--- src/sv/imuoc_pkg.sv ---
// Shared types and constants for the IMU offset calibrate/compensate block.
// Used by imuoc_div and imu_offset_calibrate_compensate; no dependencies.
package imuoc_pkg;

  localparam int unsigned Axes       = 6;
  localparam int unsigned AxisW      = 16;
  localparam int unsigned SumW       = 33;
  localparam int unsigned OffW       = 17;
  localparam int unsigned CountW     = 16;
  localparam int unsigned GravW      = 15;
  localparam int unsigned DivdW      = 32;
  localparam int unsigned DivsW      = 16;
  localparam int unsigned AxisIdxW   = 3;
  localparam int unsigned AccZAxis   = 2;

  localparam logic [AxisIdxW-1:0] LastAxis = AxisIdxW'(Axes - 1);

  localparam logic [CountW-1:0] CalCountReset = 16'd800;
  localparam logic [GravW-1:0]  GravityReset  = 15'd4096;

  // register indexes
  localparam logic RegCalCount = 1'b0;
  localparam logic RegGravity  = 1'b1;

  // item kinds
  localparam logic CmdCompensate = 1'b0;
  localparam logic CmdCalibrate  = 1'b1;

  // result status codes
  localparam logic [2:0] StOk          = 3'd0;
  localparam logic [2:0] StReadFail    = 3'd1;
  localparam logic [2:0] StCalibrating = 3'd2;
  localparam logic [2:0] StCalDone     = 3'd3;
  localparam logic [2:0] StCalFail     = 3'd4;

  localparam logic signed [AxisW-1:0] Int16Max = 16'sh7fff;
  localparam logic signed [AxisW-1:0] Int16Min = 16'sh8000;

  typedef logic signed [SumW-1:0] sum_t;
  typedef logic signed [OffW-1:0] off_t;

endpackage

--- src/sv/imuoc_div.sv ---
// Shared restoring divider, one quotient bit per cycle, unsigned operands.
// Depends on imuoc_pkg for operand widths.
module imuoc_div (
  input  logic                            clk_i,
  input  logic                            rst_ni,
  input  logic                            start_i,
  input  logic [imuoc_pkg::DivdW-1:0]     dividend_i,
  input  logic [imuoc_pkg::DivsW-1:0]     divisor_i,
  output logic [imuoc_pkg::DivdW-1:0]     quotient_o,
  output logic                            done_o
);

  localparam int unsigned CntW = $clog2(imuoc_pkg::DivdW);

  logic                          busy_q, busy_d;
  logic [CntW-1:0]               cnt_q, cnt_d;
  logic [imuoc_pkg::DivsW-1:0]   rem_q, rem_d;
  logic [imuoc_pkg::DivdW-1:0]   quo_q, quo_d;
  logic [imuoc_pkg::DivsW-1:0]   dvs_q, dvs_d;
  logic [imuoc_pkg::DivsW:0]     trial;
  logic [imuoc_pkg::DivsW:0]     diff;
  logic                          fits;

  always_comb begin
    trial = {rem_q, quo_q[imuoc_pkg::DivdW-1]};
    diff  = trial - {1'b0, dvs_q};
    fits  = trial >= {1'b0, dvs_q};
    busy_d = busy_q;
    cnt_d  = cnt_q;
    rem_d  = rem_q;
    quo_d  = quo_q;
    dvs_d  = dvs_q;
    if (start_i) begin
      busy_d = 1'b1;
      cnt_d  = CntW'(imuoc_pkg::DivdW - 1);
      rem_d  = '0;
      quo_d  = dividend_i;
      dvs_d  = divisor_i;
    end else if (busy_q) begin
      rem_d = fits ? diff[imuoc_pkg::DivsW-1:0] : trial[imuoc_pkg::DivsW-1:0];
      quo_d = {quo_q[imuoc_pkg::DivdW-2:0], fits};
      cnt_d = cnt_q - 1'b1;
      if (cnt_q == '0) begin
        busy_d = 1'b0;
      end
    end
  end

  always_ff @(posedge clk_i or negedge rst_ni) begin
    if (!rst_ni) begin
      busy_q <= 1'b0;
      cnt_q  <= '0;
      rem_q  <= '0;
      quo_q  <= '0;
      dvs_q  <= '0;
      done_o <= 1'b0;
    end else begin
      busy_q <= busy_d;
      cnt_q  <= cnt_d;
      rem_q  <= rem_d;
      quo_q  <= quo_d;
      dvs_q  <= dvs_d;
      done_o <= busy_q && !start_i && (cnt_q == '0);
    end
  end

  assign quotient_o = quo_q;

endmodule

--- src/sv/imu_offset_calibrate_compensate.sv ---
// IMU offset calibration and compensation, top level.
// Compensate and non-divide calibration words: result registered, valid in the
// cycle after accept; one word per cycle unless the receiver stalls. A run's final
// word with a valid sample: six passes of the shared 32-step divider, no input accepted.
// Reset clears offsets, sums and run state; registers return to 800 and 4096.
// Depends on imuoc_pkg and imuoc_div.
module imu_offset_calibrate_compensate (
  input  logic         clk_i,
  input  logic         rst_ni,
  input  logic         cfg_we_i,
  input  logic         cfg_addr_i,
  input  logic [15:0]  cfg_data_i,
  input  logic         s_axis_tvalid,
  output logic         s_axis_tready,
  // in_acc_x, in_acc_y, in_acc_z, in_gyro_x, in_gyro_y, in_gyro_z
  input  logic [95:0]  s_axis_tdata,
  // command, sample_ok
  input  logic [1:0]   s_axis_tuser,
  output logic         m_axis_tvalid,
  input  logic         m_axis_tready,
  // out_acc_x, out_acc_y, out_acc_z, out_gyro_x, out_gyro_y, out_gyro_z
  output logic [95:0]  m_axis_tdata,
  // status
  output logic [2:0]   m_axis_tuser
);

  typedef enum logic [1:0] {
    StIdle,
    StDivGo,
    StDivWait
  } state_e;

  localparam int unsigned Ax  = imuoc_pkg::Axes;
  localparam int unsigned AW  = imuoc_pkg::AxisW;
  localparam int unsigned DvW = imuoc_pkg::DivdW;

  state_e                                state_q;
  logic [imuoc_pkg::AxisIdxW-1:0]        axis_q;
  logic [imuoc_pkg::CountW-1:0]          cal_cnt_q;
  logic [imuoc_pkg::GravW-1:0]           grav_q;
  logic [imuoc_pkg::CountW-1:0]          left_q, left_d;
  logic [imuoc_pkg::CountW-1:0]          vc_q, vc_d;
  imuoc_pkg::sum_t                       sums_q [Ax];
  imuoc_pkg::sum_t                       sums_d [Ax];
  imuoc_pkg::off_t                       offs_q [Ax];
  logic                                  out_valid_q;
  logic [Ax*AW-1:0]                      out_data_q;
  logic [2:0]                            out_status_q;

  logic                                  accept;
  logic                                  cmd;
  logic                                  ok;
  logic                                  run_start;
  logic                                  refuse;
  logic [Ax*AW-1:0]                      comp_data;
  logic signed [AW+1:0]                  diff [Ax];
  logic signed [AW-1:0]                  raw [Ax];

  logic                                  div_start;
  logic                                  div_done;
  logic [DvW-1:0]                        div_q;
  logic [DvW-1:0]                        div_a;
  imuoc_pkg::sum_t                       sel_sum;
  imuoc_pkg::sum_t                       neg_sum;
  imuoc_pkg::off_t                       quo_s;
  imuoc_pkg::off_t                       off_new;

  assign cmd    = s_axis_tuser[0];
  assign ok     = s_axis_tuser[1];
  assign s_axis_tready = (state_q == StIdle) && (!out_valid_q || m_axis_tready);
  assign accept = s_axis_tvalid && s_axis_tready;

  assign run_start = (left_q == '0);
  assign refuse    = run_start && (cal_cnt_q == '0);

  always_comb begin
    comp_data = '0;
    for (int a = 0; a < Ax; a++) begin
      raw[a]  = s_axis_tdata[a*AW +: AW];
      diff[a] = {{2{raw[a][AW-1]}}, raw[a]} - {offs_q[a][imuoc_pkg::OffW-1], offs_q[a]};
      if (diff[a] > (AW+2)'(imuoc_pkg::Int16Max)) begin
        comp_data[a*AW +: AW] = imuoc_pkg::Int16Max;
      end else if (diff[a] < (AW+2)'(imuoc_pkg::Int16Min)) begin
        comp_data[a*AW +: AW] = imuoc_pkg::Int16Min;
      end else begin
        comp_data[a*AW +: AW] = diff[a][AW-1:0];
      end
      sums_d[a] = (run_start ? '0 : sums_q[a])
                + (ok ? imuoc_pkg::SumW'(raw[a]) : '0);
    end
    vc_d   = (run_start ? '0 : vc_q) + {{(imuoc_pkg::CountW-1){1'b0}}, ok};
    left_d = (run_start ? cal_cnt_q : left_q) - 1'b1;
  end

  // divider operands: magnitude of the selected sum; sign restored on the quotient
  always_comb begin
    sel_sum = sums_q[axis_q];
    neg_sum = -sel_sum;
    div_a   = sel_sum[imuoc_pkg::SumW-1] ? neg_sum[DvW-1:0] : sel_sum[DvW-1:0];
    quo_s   = sel_sum[imuoc_pkg::SumW-1] ? -div_q[imuoc_pkg::OffW-1:0]
                                          : div_q[imuoc_pkg::OffW-1:0];
    off_new = (axis_q == imuoc_pkg::AxisIdxW'(imuoc_pkg::AccZAxis))
            ? quo_s - {2'b00, grav_q} : quo_s;
  end

  assign div_start = (state_q == StDivGo);

  imuoc_div u_div (
    .clk_i      (clk_i),
    .rst_ni     (rst_ni),
    .start_i    (div_start),
    .dividend_i (div_a),
    .divisor_i  (vc_q),
    .quotient_o (div_q),
    .done_o     (div_done)
  );

  always_ff @(posedge clk_i or negedge rst_ni) begin
    if (!rst_ni) begin
      state_q      <= StIdle;
      axis_q       <= '0;
      cal_cnt_q    <= imuoc_pkg::CalCountReset;
      grav_q       <= imuoc_pkg::GravityReset;
      left_q       <= '0;
      vc_q         <= '0;
      out_valid_q  <= 1'b0;
      out_data_q   <= '0;
      out_status_q <= imuoc_pkg::StOk;
      for (int a = 0; a < Ax; a++) begin
        sums_q[a] <= '0;
        offs_q[a] <= '0;
      end
    end else begin
      if (cfg_we_i) begin
        case (cfg_addr_i)
          imuoc_pkg::RegCalCount: cal_cnt_q <= cfg_data_i;
          imuoc_pkg::RegGravity:  grav_q    <= cfg_data_i[imuoc_pkg::GravW-1:0];
          default: ;
        endcase
      end

      if (out_valid_q && m_axis_tready && !accept) begin
        out_valid_q <= 1'b0;
      end

      case (state_q)
        StIdle: begin
          if (accept) begin
            if (cmd == imuoc_pkg::CmdCompensate) begin
              out_valid_q  <= 1'b1;
              out_data_q   <= ok ? comp_data : '0;
              out_status_q <= ok ? imuoc_pkg::StOk : imuoc_pkg::StReadFail;
            end else if (refuse) begin
              out_valid_q  <= 1'b1;
              out_data_q   <= '0;
              out_status_q <= imuoc_pkg::StCalFail;
            end else begin
              if (run_start) begin
                for (int a = 0; a < Ax; a++) begin
                  offs_q[a] <= '0;
                end
              end
              for (int a = 0; a < Ax; a++) begin
                sums_q[a] <= sums_d[a];
              end
              vc_q   <= vc_d;
              left_q <= left_d;
              if (left_d != '0) begin
                out_valid_q  <= 1'b1;
                out_data_q   <= '0;
                out_status_q <= imuoc_pkg::StCalibrating;
              end else if (vc_d == '0) begin
                out_valid_q  <= 1'b1;
                out_data_q   <= '0;
                out_status_q <= imuoc_pkg::StCalFail;
              end else begin
                // any pending result word is taken at this edge
                out_valid_q <= 1'b0;
                axis_q      <= '0;
                state_q     <= StDivGo;
              end
            end
          end
        end
        StDivGo: begin
          state_q <= StDivWait;
        end
        StDivWait: begin
          if (div_done) begin
            offs_q[axis_q] <= off_new;
            if (axis_q == imuoc_pkg::LastAxis) begin
              out_valid_q  <= 1'b1;
              out_data_q   <= '0;
              out_status_q <= imuoc_pkg::StCalDone;
              state_q      <= StIdle;
            end else begin
              axis_q  <= axis_q + 1'b1;
              state_q <= StDivGo;
            end
          end
        end
        default: state_q <= StIdle;
      endcase
    end
  end

  assign m_axis_tvalid = out_valid_q;
  assign m_axis_tdata  = out_data_q;
  assign m_axis_tuser  = out_status_q;

endmodule

--- config.mk ---
export PLATFORM = sky130hd
export DESIGN_NAME = imu_offset_calibrate_compensate
export DESIGN_NICKNAME = d
export VERILOG_FILES = /design/src/sv/imuoc_pkg.sv /design/src/sv/imuoc_div.sv /design/src/sv/imu_offset_calibrate_compensate.sv
export SDC_FILE = /design/constraint.sdc
export NUM_CORES = 2
export LEC_CHECK = 0
export ABC_CLOCK_PERIOD_IN_PS = 5800
export BUFFER_PORTS_ARGS = -buffer_cell sky130_fd_sc_hd__clkbuf_2
export CAP_MARGIN = 20
export CORE_MARGIN = 1.5
export CORE_UTILIZATION = 60
export CTS_CLUSTER_DIAMETER = 30
export DETAILED_ROUTE_END_ITERATION = 8
export MAX_ROUTING_LAYER = met4
export PLACE_DENSITY = 0.78
export SYNTH_ARGS = -nofsm -noshare
export SYNTH_HDL_FRONTEND = slang
export SYNTH_SLANG_ARGS = --single-unit
--- constraint.sdc ---
create_clock -name clk_i -period 5.8 [get_ports clk_i]
set_clock_uncertainty 0.05 [all_clocks]
set_input_delay 1.16 -clock clk_i [delete_from_list [all_inputs] [get_ports clk_i]]
set_output_delay 1.16 -clock clk_i [all_outputs]
set_load 0.005 [all_outputs]
**After elaboration in Yosys (flattened, before gate mapping)**

Index checks and enable logic that the tools add are counted.

- Bits in registers: 539
- Bits in latches: 0
- Memory bits (writable): 0
- Memory bits (read-only): 0
- Output and inout port bits: 101
- Word-level logic and storage cells: 200
- Memories kept: 0

- Add/subtract/negate cells: 20
- Multiply operators: 0
- Divide/modulo/power cells: 0
- Order comparisons: 15
- Eq/ne operators: 14
- Shift operators: 0
- Mux-type cells: 94
- Bitwise gates (word level): 3
- Reductions and logical operators: 27

Operators with widths:

| cell | number |
|---|---|
| two-way mux 96 bit | 8 |
| two-way mux 102 bit | 5 |
| two-way mux 33 bit | 14 |
| two-way mux 16 bit | 17 |
| case mux 102 bit (2 select lines) | 1 |
| adder 33 bit | 6 |
| case mux 96 bit (2 select lines) | 1 |
| greater-than comparator 18 x 16 -> 1 bit, second input constant | 6 |
| less-than comparator 18 x 16 -> 1 bit, second input constant | 6 |
| subtractor 16 x 17 -> 18 bit | 6 |
| bitwise mux 102 bit | 1 |
| binary-select mux 33 bit (select 3 bit) | 1 |
| two-way mux 32 bit | 3 |
| demux 17 bit (select 3 bit) | 1 |
| two-way mux 17 bit | 3 |
| logical NOT 16 bit | 3 |
| two-way mux 3 bit | 14 |
| negation 32 bit | 1 |
| greater-or-equal comparator 17 x 16 -> 1 bit | 1 |
| negation 17 bit | 1 |
| subtractor 17 x 15 -> 17 bit | 1 |
| adder 16 x 1 -> 16 bit | 1 |
| != test 2 bit, second input constant | 8 |
| nonzero test 16 bit | 1 |
| other kinds (31) | 63 |

**Longest topological paths before layout**

- Word-level depth: 10
- Depth in mapped cells: 23
- Gate-level depth less buffers: 18

**Hierarchy**

Synthesis repeated with hierarchy kept, for this count alone.

- Cells, all modules: 4966
- Area, all modules: 41801.3 µm²

Modules (own cells, without submodules):

| module | instances | cells an instance | area each (µm²) |
|---|---|---|---|
| imu_offset_calibrate_compensate | 1 | 4535 | 37761.2 |
| imuoc_div | 1 | 431 | 4040.1 |

**Least setup slack after synthesis**

No wires, ideal clock.

- Kind: register -> register
- Start: register axis_q[0] in the netlist's numbering
- End: register offs_q[101] in the netlist's numbering
- Library setup time: 0.069 ns
- Arrival time: 5.002 ns
- Data required time: 5.681 ns
- Slack: 0.680 ns
- Cell stages (with the launch flop): 20
- Path buffers: 5
- Period minus slack after synthesis: 5.120 ns
- Path through: dfrtp_1 > clkbuf_1 > buf_2 > buf_2 > buf_1 > mux2i_1 > o22ai_1 > clkbuf_1 > mux2i_1 > fa_1 > nor2b_1 > o21ai_0 > a21boi_0 > o21ai_0 > a21o_1 > a21boi_0 > o31a_1 > o21a_1 > o311ai_0 > a22o_1

- Cells in the longest elaborated chain, start to end: 10
- Elaborated cells between the ends (all ways): 16

Ends and longest elaborated chain:

| element | RTL line | source |
|---|---|---|
| start: declaration | imu_offset_calibrate_compensate.sv:38 | `logic [imuoc_pkg::AxisIdxW-1:0] axis_q;` |
| start signal: assignment | imu_offset_calibrate_compensate.sv:197 | `axis_q <= axis_q + 1'b1;` |
| NOT 3 -> 4 bit (not written as such) | imu_offset_calibrate_compensate.sv:97, imu_offset_calibrate_compensate.sv:190 |  |
| binary-select mux 33 bit (select 3 bit) | imu_offset_calibrate_compensate.sv:97 | `sel_sum = sums_q[axis_q];` |
| two-way mux 33 bit (not written as such) (2 in a row) | imu_offset_calibrate_compensate.sv:97 |  |
| two-way mux 17 bit | imu_offset_calibrate_compensate.sv:100 | `quo_s = sel_sum[imuoc_pkg::SumW-1] ? -div_q[imuoc_pkg::OffW-1:0]` |
| subtractor 17 x 15 -> 17 bit | imu_offset_calibrate_compensate.sv:103 | `? quo_s - {2'b00, grav_q} : quo_s;` |
| two-way mux 17 bit | imu_offset_calibrate_compensate.sv:103 |  |
| bitwise mux 102 bit (*) | imu_offset_calibrate_compensate.sv:190 | `offs_q[axis_q] <= off_new;` |
| two-way mux 102 bit (*) | imu_offset_calibrate_compensate.sv:189 | `if (div_done) begin` |
| case mux 102 bit (2 select lines) (*) | imu_offset_calibrate_compensate.sv:146 | `case (state_q)` |
| end signal: indexed assignment | imu_offset_calibrate_compensate.sv:190 |  |
| end: declaration | imu_offset_calibrate_compensate.sv:45 | `imuoc_pkg::off_t offs_q [Ax];` |

Mark *: on every way between the ends. The rest lies on a longest branch, timed or not. The select of a mux whose other input is x is not followed.
A chain may end at the register's enable or synchronous reset.

**Worst setup path in the final report**

- Start: register left_q[12] in the netlist's numbering
- End: register sums_q[32] in the netlist's numbering

- Cells in the longest elaborated chain, start to end: 4
- Elaborated cells between the ends (all ways): 6

Ends and longest elaborated chain:

| element | RTL line | source |
|---|---|---|
| start: declaration | imu_offset_calibrate_compensate.sv:41 | `logic [imuoc_pkg::CountW-1:0] left_q, left_d;` |
| start signal: assignment | imu_offset_calibrate_compensate.sv:167 | `left_q <= left_d;` |
| logical NOT 16 bit (*) | imu_offset_calibrate_compensate.sv:73 | `assign run_start = (left_q == '0);` |
| branches (longest 3 deep; another with adder 33 bit) | - |  |
| end signal: indexed assignment | imu_offset_calibrate_compensate.sv:164 | `sums_q[a] <= sums_d[a];` |
| end: declaration | imu_offset_calibrate_compensate.sv:43 | `imuoc_pkg::sum_t sums_q [Ax];` |

Mark *: on every way between the ends.

==> impl_summary.log <==
[metrics] met1 Use GR: 48.2%
[metrics] worst hold slack across all endpoints: 387 ps
[metrics] area of all placed cells without fillers: 0.0493 sq mm
[metrics] Synth Area in Compound Gates: 22.7%
[metrics] number of gates given a new drive strength after cts: 0
[metrics] GR Overflow Total: 0
[metrics] count of cell types in the netlist: 87
[metrics] startpoint kind of the worst setup timing path: flop
[metrics] total DRC errors in the routed layout: 0
[metrics] cell at the root of the clock tree: clkbuf_16
[metrics] xor and xnor fraction of the mapped netlist area: 6.48%
[metrics] Die Outline Area: 0.0716 sq mm
[metrics] # rows: 96
[metrics] path class of the lowest-slack min-delay path: in2async
[metrics] Port Buffer Count: 220
[metrics] transition at the pin with the smallest max-transition slack: 1170 ps
[metrics] mux contribution to synthesized area: 4.50%
[metrics] count of TritonRoute iterations in the first routing pass: 6
[metrics] met2 track utilization from global routing: 56.2%
[metrics] asr flop ratio synth: 100%
[metrics] fraction of layout instances using a drive strength above 1: 12.8%
[metrics] post-layout worst setup margin: 164 ps
[metrics] via count: 38500
[metrics] share of synthesized cell area in full adder, half adder and majority cells: 10.7%
[metrics] Syn Nets: 5473
[metrics] iteration-0 DRC count of the detailed router: 3326
[metrics] Post-layout nets: 5717
[metrics] final cell count without fillers: 6294
[metrics] total design power: 16.0 mW
[metrics] maximum number of pins on one net before global-route repair: 171
[metrics] area of the mapped netlist: 0.0420 sq mm
[metrics] Post-CTS Hold Fix Bufs: 0
[metrics] count of flip-flops with a built-in enable after synthesis: 0
[metrics] met3 capacity usage during global routing: 6.46%
[metrics] Chip Width: 268 um
[metrics] number of clock sinks: 539
[metrics] area delta synth->final: 17.3%
[metrics] post-CTS clock slew at the launch and capture registers of the worst setup and hold paths: 50 ps
[metrics] main combinational cell family by area after synthesis: compound AO/OA/AOI/OAI gates
[metrics] H-tree depth: 4
[metrics] run status: complete, no violations
[metrics] routed wire length: 130 mm
[metrics] Data required, critical path: 6330 ps
[metrics] CTS tree: done
[metrics] final setup TNS: 0 ps
[metrics] Worst setup EP type: flop
[metrics] final setup fails: 0
[metrics] Leak: 24.0 nW
[metrics] Slew Viols, Final: 0
[metrics] Tmin final: 5640 ps
[metrics] Vert. Die Dim: 268 um
[metrics] number of buffers added by the clock tree synthesis step: 139
[metrics] Final Cycle Share: 97.2%
[metrics] Boundary Pins: 221
[metrics] startpoint-to-endpoint class of the critical path: reg2reg
[metrics] share of synthesized area occupied by flip-flops and latches: 32.1%
[metrics] maximum achievable frequency: 0.177 GHz
[metrics] relative contribution of the clock network to total power: 51.5%
[metrics] layer with the highest usage after global routing: met2
[metrics] number of antenna violations at the first check in global routing: 5
[metrics] area inside the core boundary: 0.0689 sq mm
[metrics] crit-path max FO: 33
[metrics] dpl cells: 6037
[metrics] RD Place Congestion: 0.998
[metrics] part of the total power dissipated in combinational logic: 21.9%
[metrics] via density per instance: 6.11
[metrics] routed wirelength normalized by instance count: 20.6 um
[metrics] setup repair after global routing missed its margin: false
[metrics] part of the total power dissipated in sequential elements: 26.6%
[metrics] number of max-capacitance violations reported: 0
[metrics] vias in the first global route: 36300
[metrics] end-of-flow core utilization: 71.5%
[metrics] pre-CTS WS: 358 ps
[metrics] maximum VDD drop: 374 uV
[metrics] simple logic cell fraction of the synthesized area: 19.1%
[metrics] proportion of total power due to net switching: 30.5%
[metrics] Post CTS Setup Buffer Count: 0
[metrics] final hold violation count: 0
[metrics] Seq cells post-synth: 539
[metrics] area post-placement: 0.0442 sq mm
[metrics] Post-DP HPWL: 94.6 mm
[metrics] internal power contribution: 11.1 mW
[metrics] number of nets with antenna violations after routing: 0
[metrics] clock tree buffer depth: 3
[metrics] Yosys warnings: 0
[metrics] wire length of the first global-routing pass: 201 mm
[metrics] GRT Total Usage: 37.0%
[metrics] power density over cell area: 325 mW/mm^2
[metrics] cell count after synthesis: 5003
[metrics] per-instance average area after synthesis: 8.40 sq um
[metrics] tightest slew margin relative to the limit: 21.4%
[metrics] switching power: 4.88 mW
[metrics] clock latency reported for the late side of the worst-skew pair: 720 ps
[metrics] effective utilization at floorplan: 60.9%
[metrics] top_reg_cell synth: dfrtp_1
[metrics] arrival time worst endpoint: 6160 ps
-- final cells by class --
cell class / count / area [sq um]
Multi-Input combinational cell: 3999 / 26700
Fill cell: 5380 / 19700
Sequential cell: 539 / 13500
Clock buffer: 176 / 3900
Timing Repair Buffer: 307 / 1880
Tap cell: 931 / 1160
Clock inverter: 75 / 1120
Inverter: 261 / 980
Antenna cell: 6 / 15.0
-- cells in the final DEF, fill, tap and decap left out, drive strengths merged, types with 51 or more instances in the layout --
master,count
xor2,140
mux2i,83
a22o,65
nand2,636
a21o,120
buf,89
nand2b,71
xnor2,171
a31oi,63
ha,336
nor2b,61
and2,305
nor2,227
nand3,71
o31ai,59
clkbuf,394
inv,268
nor3,89
o21a,51
dfrtp,535
a21oi,342
mux2,62
o21ai,552
-- critical path, cell delays in order (launching register included) --
cell and delay [ps]:
dfrtp_1 400, or4_1 600, nor3_2 280, nand2_4 290, and2_1 280, ha_1 360, o211ai_1 120, a21oi_1 190
o2111ai_1 170, a21boi_0 780, a2111oi_0 360, or3_1 470, and3_1 200, o31ai_1 300, a21o_1 200, a311oi_1 90
a311o_1 340
-- power groups by stage --
stage	logic [mW]	registers, mW	clock network (mW)
floorplan	2.24	4.22	0
global placement	3.34	4.29	0
detailed placement	3.40	4.30	0
CTS	3.45	4.25	8.29
global route	3.80	4.28	8.50
finish	3.51	4.26	8.24
-- per-layer routing --
metal,routed length [um],up-vias
met5,0,-
met4,5970,0
met3,9890,341
met2,58200,1561
met1,55600,18300
li1,-,18300
-- path summary, 6_finish.rpt --
check | to | cells past startpoint | startpoint | slack [ps]
worst min-delay path | m_axis_tdata[46]$_DFFE_PN0P_ | 1 | rst_ni | 390
min in group clk_i | offs_q[6]$_DFFE_PN0P_ | 2 | offs_q[6]$_DFFE_PN0P_ | 420
worst max-delay path | sums_q[32]$_DFFE_PN0P_ | 16 | left_q[12]$_DFFE_PN0P_ | 160
max in group asynchronous | grav_q[13]$_DFFE_PN0P_ | 2 | rst_ni | 3910
worst max register to register | sums_q[32]$_DFFE_PN0P_ | 16 | left_q[12]$_DFFE_PN0P_ | 160
worst min register to register | offs_q[6]$_DFFE_PN0P_ | 2 | offs_q[6]$_DFFE_PN0P_ | 420
-- registers in the layout, indices dropped and copies added, names as in the netlist --
| register | flops |
|---|---|
| sums_q | 198 |
| offs_q | 102 |
| m_axis_tdata | 96 |
| u_div.quotient_o | 32 |
| cal_cnt_q | 16 |
| left_q | 16 |
| u_div.dvs_q | 16 |
| u_div.rem_q | 16 |
| vc_q | 16 |
| grav_q | 15 |
| u_div.cnt_q | 5 |
| axis_q | 3 |
| m_axis_tuser | 3 |
| state_q | 2 |
| m_axis_tvalid | 1 |
| u_div.busy_q | 1 |
| u_div.done_o | 1 |
-- synthesized netlist by cell type (all sizes together) (9+ instances only) --
| cell | n | area share (%) |
|---|---|---|
| nand2 | 636 | 5.7 |
| o21ai | 552 | 6.6 |
| dfrtp | 535 | 32 |
| a21oi | 342 | 4.1 |
| ha | 336 | 10 |
| and2 | 305 | 4.5 |
| inv | 259 | 2.3 |
| nor2 | 227 | 2.0 |
| xnor2 | 171 | 3.6 |
| clkbuf | 152 | 1.4 |
| xor2 | 140 | 2.9 |
| a21o | 120 | 2.1 |
| nor3 | 89 | 1.1 |
| mux2i | 83 | 2.0 |
| nand2b | 71 | 1.1 |
| nand3 | 71 | 0.85 |
| a22o | 65 | 1.4 |
| a31oi | 63 | 0.94 |
| mux2 | 62 | 1.7 |
| nor2b | 61 | 0.91 |
| o31ai | 59 | 1.1 |
| buf | 52 | 0.74 |
| o21a | 51 | 0.91 |
| or3 | 39 | 0.58 |
| a211oi | 35 | 0.64 |
| o21bai | 34 | 0.62 |
| and3 | 29 | 0.43 |
| nand4 | 28 | 0.42 |
| a21boi | 23 | 0.41 |
| or2 | 23 | 0.34 |
| o211ai | 21 | 0.38 |
| mux4 | 16 | 0.86 |
| a211o | 15 | 0.31 |
| nand3b | 15 | 0.27 |
| fa | 14 | 0.67 |
| nor4 | 13 | 0.21 |
| a31o | 12 | 0.25 |
| nor3b | 11 | 0.20 |
| o2111ai | 11 | 0.23 |
| o22ai | 10 | 0.15 |
| o41ai | 10 | 0.21 |
| a41oi | 9 | 0.19 |
| o22a | 9 | 0.19 |
| o31a | 9 | 0.19 |
-- cells by family after synthesis --
family,Yosys count
DFF,539
adders and majority gates,350
buffers and inverters,465
and+or+nand+nor,1643
muxes,161
xor gates and xnor gates,311
AOI/OAI and AO/OA,1534
(Power assumes the default switching activity.)
